[src/rtl/histogram_equalizer_top_defines.svh]
// Assertion macros shared by the RTL. Each expects clk and rst_n in scope.
`ifndef HISTOGRAM_EQUALIZER_TOP_DEFINES_SVH
`define HISTOGRAM_EQUALIZER_TOP_DEFINES_SVH

// Consequent checked in the same cycle as the antecedent.
`define HEQ_ASSERT_IMPL(name, ante, cons, msg) \
    name: assert property (@(posedge clk) disable iff (!rst_n) (ante) |-> (cons)) \
        else $error(msg);

// Consequent checked in the cycle after the antecedent.
`define HEQ_ASSERT_NEXT(name, ante, cons, msg) \
    name: assert property (@(posedge clk) disable iff (!rst_n) (ante) |=> (cons)) \
        else $error(msg);

`endif

[src/rtl/heq_ram.sv]
module heq_ram #(
    parameter int WIDTH = 8,
    parameter int DEPTH = 256
) (
    input  logic                     clk,
    input  logic                     we,
    input  logic [$clog2(DEPTH)-1:0] wr_addr,
    input  logic [WIDTH-1:0]         wr_data,
    input  logic [$clog2(DEPTH)-1:0] rd_addr,
    output logic [WIDTH-1:0]         rd_data
);

    logic [WIDTH-1:0] mem [DEPTH];

    always_ff @(posedge clk)
    begin
        if (we)
        begin
            mem[wr_addr] <= wr_data;
        end
        rd_data <= mem[rd_addr];
    end

endmodule
[config.mk]
export PLATFORM = sky130hd
export DESIGN_NAME = heq_ram
export DESIGN_NICKNAME = d
export VERILOG_FILES = /design/src/rtl/histogram_equalizer_top_defines.svh /design/src/rtl/heq_ram.sv
export SDC_FILE = /design/constraint.sdc
export NUM_CORES = 2
export LEC_CHECK = 0
export BUFFER_PORTS_ARGS = -buffer_cell sky130_fd_sc_hd__buf_2
export CORE_UTILIZATION = 45
export DETAILED_ROUTE_END_ITERATION = 16
export PLACE_DENSITY = 0.67
export SLEW_MARGIN = 20
export SYNTH_ARGS = -nofsm -noshare
export SYNTH_HDL_FRONTEND = slang
export SYNTH_SLANG_ARGS = --single-unit
[constraint.sdc]
create_clock -name clk -period 2.75 [get_ports clk]
set_clock_uncertainty 0.1 [all_clocks]
set_input_delay 0.6875 -clock clk [delete_from_list [all_inputs] [get_ports clk]]
set_output_delay 0.6875 -clock clk [all_outputs]
set_load 0.01 [all_outputs]
# --- Yosys cells after proc, flatten, opt, wreduce, memory -nomap -nowiden ---
# Memory sizes are Yosys's and may differ from the RTL's. A register that Yosys moved wholly into a read port is not among the register bits.
# Cells that the tools add are included.
word_totals:
  regBits: 0
  mem_bits_rw: 2048
  inputBits: 26
  wordCells: 3
  mem_count: 1
op_classes:
  n_mux: 2
memory_table:
  columns: ["name", "depth", "width", "rd", "rd_ports_with_merged_regs", "write_ports", "line", "text"]
  rows:
  - ["mem", 256, 8, 1, 1, 1, "heq_ram.sv:13", "logic [WIDTH-1:0] mem [DEPTH];"]
op_table:
  columns: ["cell", "n"]
  rows:
  - ["two-way mux 1 bit", 2]

# --- Depth between registers and ports, before layout ---
depth:
  ltp_word: 2
  ltp_mapped: 11

# --- Worst setup path after synthesis ---
# No wires, ideal clock.
synth_path:
  kind: "input-to-reg"
  from: "in rd_addr[0]"
  to: "reg rd_data[2], read port of mem"
  setup_ns: 0.131
  arrival_ns: 2.494
  slack_ns: 0.025
  path_stages: 9
  path_buffers: 4
  path_cell_list: "buf_6 -> buf_12 -> buf_8 -> buf_2 -> mux4_2 -> a22oi_1 -> a21oi_1 -> nor4_1 -> nor4_2"
synth_rtl:
  columns: ["item", "line", "text"]
  rows:
  - ["start, declared", "heq_ram.sv:9", "input logic [$clog2(DEPTH)-1:0] rd_addr,"]
  - ["end, declared", "heq_ram.sv:10", "output logic [WIDTH-1:0] rd_data"]

==> results.md <==
* Outcome: complete, no violations
* Final Setup Violations at 0
* GRT Util Overall at 0.222
* Ys Warns at 0
* Initial DRC Count at 5301
* Layout cells sized above 1 at 0.329
* Area grow syn2layout at 18.4%
* Commonest non-fill, non-tap cells in the layout: edfxtp_1 (2048), buf_4 (646), mux4_2 (454)
* Final min period at around 2.7 ns
* Die Wd at 422 µm
* First-pass GRT wire length at ~290000 µm
* Global route overflow at 0
* Clock group share of total power at 0.406
* Vias per std cell at about 5.9
* Async SR Flop Fraction at 0
* Mapped Cells at roughly 3.7k
* Worst VDD drop at roughly 0.0008 V
* DR WL/cell at ~28 µm
* Slew @ Worst Pin at 0.930 ns
* Clock Latency Late Sink at 0.86 ns
* Root buf cell: clkbuf_16
* Crit. End Element: flop
* Sw frac at 0.212
* Placed wire-length estimate at 131000 µm
* Largest net degree at the start of global routing at 109
* Mapped cell area at approximately 80000 µm²
* Post-Synth Adder-Cell Area at 0
* Avg Inst Size Synth at about 21 µm²
* Starting Density at 0.455
* Slew HR at 0.375
* #FFs+latches synth at 2056
* Max-slew violations at 0
* Internal power at slightly above 50 mW
* Crit path launch type: primary input
* Initial DRT Pass Iterations at 5
* DRC at 0
* Vias in the first global route at about 41k
* Setup CP Type: in2reg
* Synth Area in Simple Gates at 0.0263
* Commonest non-fill, non-tap cell in the layout: edfxtp_1
* Fin util at 0.539
* RSZ-0062 raised after global routing: false
* Post-synth EDFFs at 2048
* Num CTS Buffers at a little under 200
* Core box area at 175000 µm²
* Vias at 41.1k
* Reg power frac at 0.537
* Port bufs at 33
* Combinational power share at 0.057
* Count of nets after finishing at 4490
* CTS tree: done
* Gpl congestion at between 0.9 and 1
* Synth Area in Compound Gates at 0.0342
* Max Root-Sink Buffers at 3
* Die extent in y at 422 µm
* Setup TNS at 0 ns
* Pleak at a little over 30 nW
* Final period util at 0.998
* Hold Path Class: in2reg
* Crit-path max FO at 35
* Post-DRT Antenna Nets at 0
* Clock sink count at roughly 2.1k
* Final WL at around 200000 µm
* Combinational family with the most area after synthesis: multiplexers
* IO Pins at 34
* Net load switching power at 13.6 mW
* Die area at between 150000 and 200000 µm²
* Clock-pin slew of the registers on the worst-case setup and hold paths at about 0.060 ns
* Power density over the cells at 683 nW/µm²
* Mux cell area share after synthesis at 0.146
* Synth Net Count at around 3.8k
* Final Hold Fails at 0
* Row cnt at around 150
* Sequential share of the synthesized area at 0.775
* WP data arrival at between 3 and 4 ns
* Fmax at 364 MHz
* CP required at 3.35 ns
* H-tree depth at 4
* Initial antenna violation count at 9
* Primary FF master, synth: edfxtp_1
* MaxCap Viol Count at 0
* Distinct cells, synth at between 50 and 60
* XOR/XNOR share of the synthesized area at 0
## cells in the mapped netlist, drive strengths merged (6+ instances only)
cell type | count | share of area
edfxtp | 2048 | 0.77
mux4 | 456 | 0.13
nor2 | 282 | 0.013
mux2i | 134 | 0.017
a22oi | 133 | 0.013
buf | 122 | 0.013
clkbuf | 111 | 0.0052
a21oi | 96 | 0.0060
o221ai | 47 | 0.0053
nand3 | 34 | 0.0021
nand2 | 33 | 0.0016
nor2b | 31 | 0.0024
o22ai | 28 | 0.0022
nor4 | 27 | 0.0024
nor3 | 22 | 0.0014
a211oi | 16 | 0.0015
a221oi | 14 | 0.0016
o21ai | 12 | 0.00075
nand4 | 10 | 0.00079
o211ai | 10 | 0.00094
a22o | 8 | 0.00088
dfxtp | 8 | 0.0020
nand2b | 8 | 0.00063
and2 | 6 | 0.00047
## path summary, 6_finish.rpt
check	startpoint	endpoint	slack, ns	cells after the start
worst max-delay path	rd_addr[0]	rd_data[5]	0.005	10
worst min-delay path	wr_data[1]	mem[218][1]	0.12	1
worst max register to register	mem[129][1]	rd_data[1]	0.06	9
worst min register to register	mem[32][6]	rd_data[6]	1.00	6
## power by group through the flow
stage | Clock, mW | Sequential (mW) | Combinational (mW)
2_1_floorplan | 0 | 35.2 | 1.68
3_3_place_gp | 0 | 35.3 | 3.58
3_5_place_dp | 0 | 35.3 | 3.63
4_1_cts | 26.5 | 34.6 | 3.66
5_1_grt | 27.6 | 34.6 | 3.84
6_report | 26.1 | 34.6 | 3.66
## state kept, by name, indices dropped and copies added, names as in the netlist
register and flops:
rd_data 8, mem 2048
## final cells by class
| cell class | count | area, µm² |
|---|---|---|
| antenna | 4 | 10.0 |
| clock buffer | 239 | 5170 |
| sequential | 2056 | 61700 |
| clock inverter | 121 | 1010 |
| timing repair buffer | 765 | 6830 |
| multi-input combinational | 1442 | 16600 |
| inverter | 2 | 7.51 |
| fill | 13009 | 80600 |
| tap | 2325 | 2910 |
## cells by family after synthesis
kind of cell           count (synthesis)
AND/OR/NAND/NOR                      466
buffers and inverters                235
multiplexers                         591
flip-flops                          2056
AO/OA/AOI/OAI                        385
## layer usage
metal	vias up	GRT usage	share of wire	wire, µm
li1	17177	-	-	-
met5	-	0	0	0
met1	21583	0.317	0.40	79700
met4	0	0.0728	0.033	6590
met2	1979	0.345	0.47	93200
met3	326	0.0436	0.093	18400
## critical path, stage by stage
cell and delay [ns]:
buf_8 0.20, buf_4 0.24, buf_12 0.27, mux4_2 0.53, nand2b_1 0.17, a311oi_2 0.38
o221ai_1 0.22, a211oi_2 0.38, buf_4 0.18, nor4_1 0.03
## timing repair
item	4_1_cts	5_1_grt
gates resized for setup	10	11
setup buffers	0	0
hold endpoints to repair	0	0
setup endpoints to repair	6	5
hold buffers	0	0
## stage by stage
step                      hold WS (ns)  power, mW  cell area, µm²  cells  setup slack [ns]
after floorplan                  0.670       36.9           79600   3733            0.0246
after global placement           0.966       38.9           87900   6590             -1.26
after detailed placement         0.963       38.9           87900   6590             -1.23
after CTS                       0.0656       64.7           94100   6950            0.0105
after global routing            0.0737       66.1           94200   6951           0.00116
final                            0.122       64.4           94200   6954           0.00489
(Power assumes the default switching activity.)
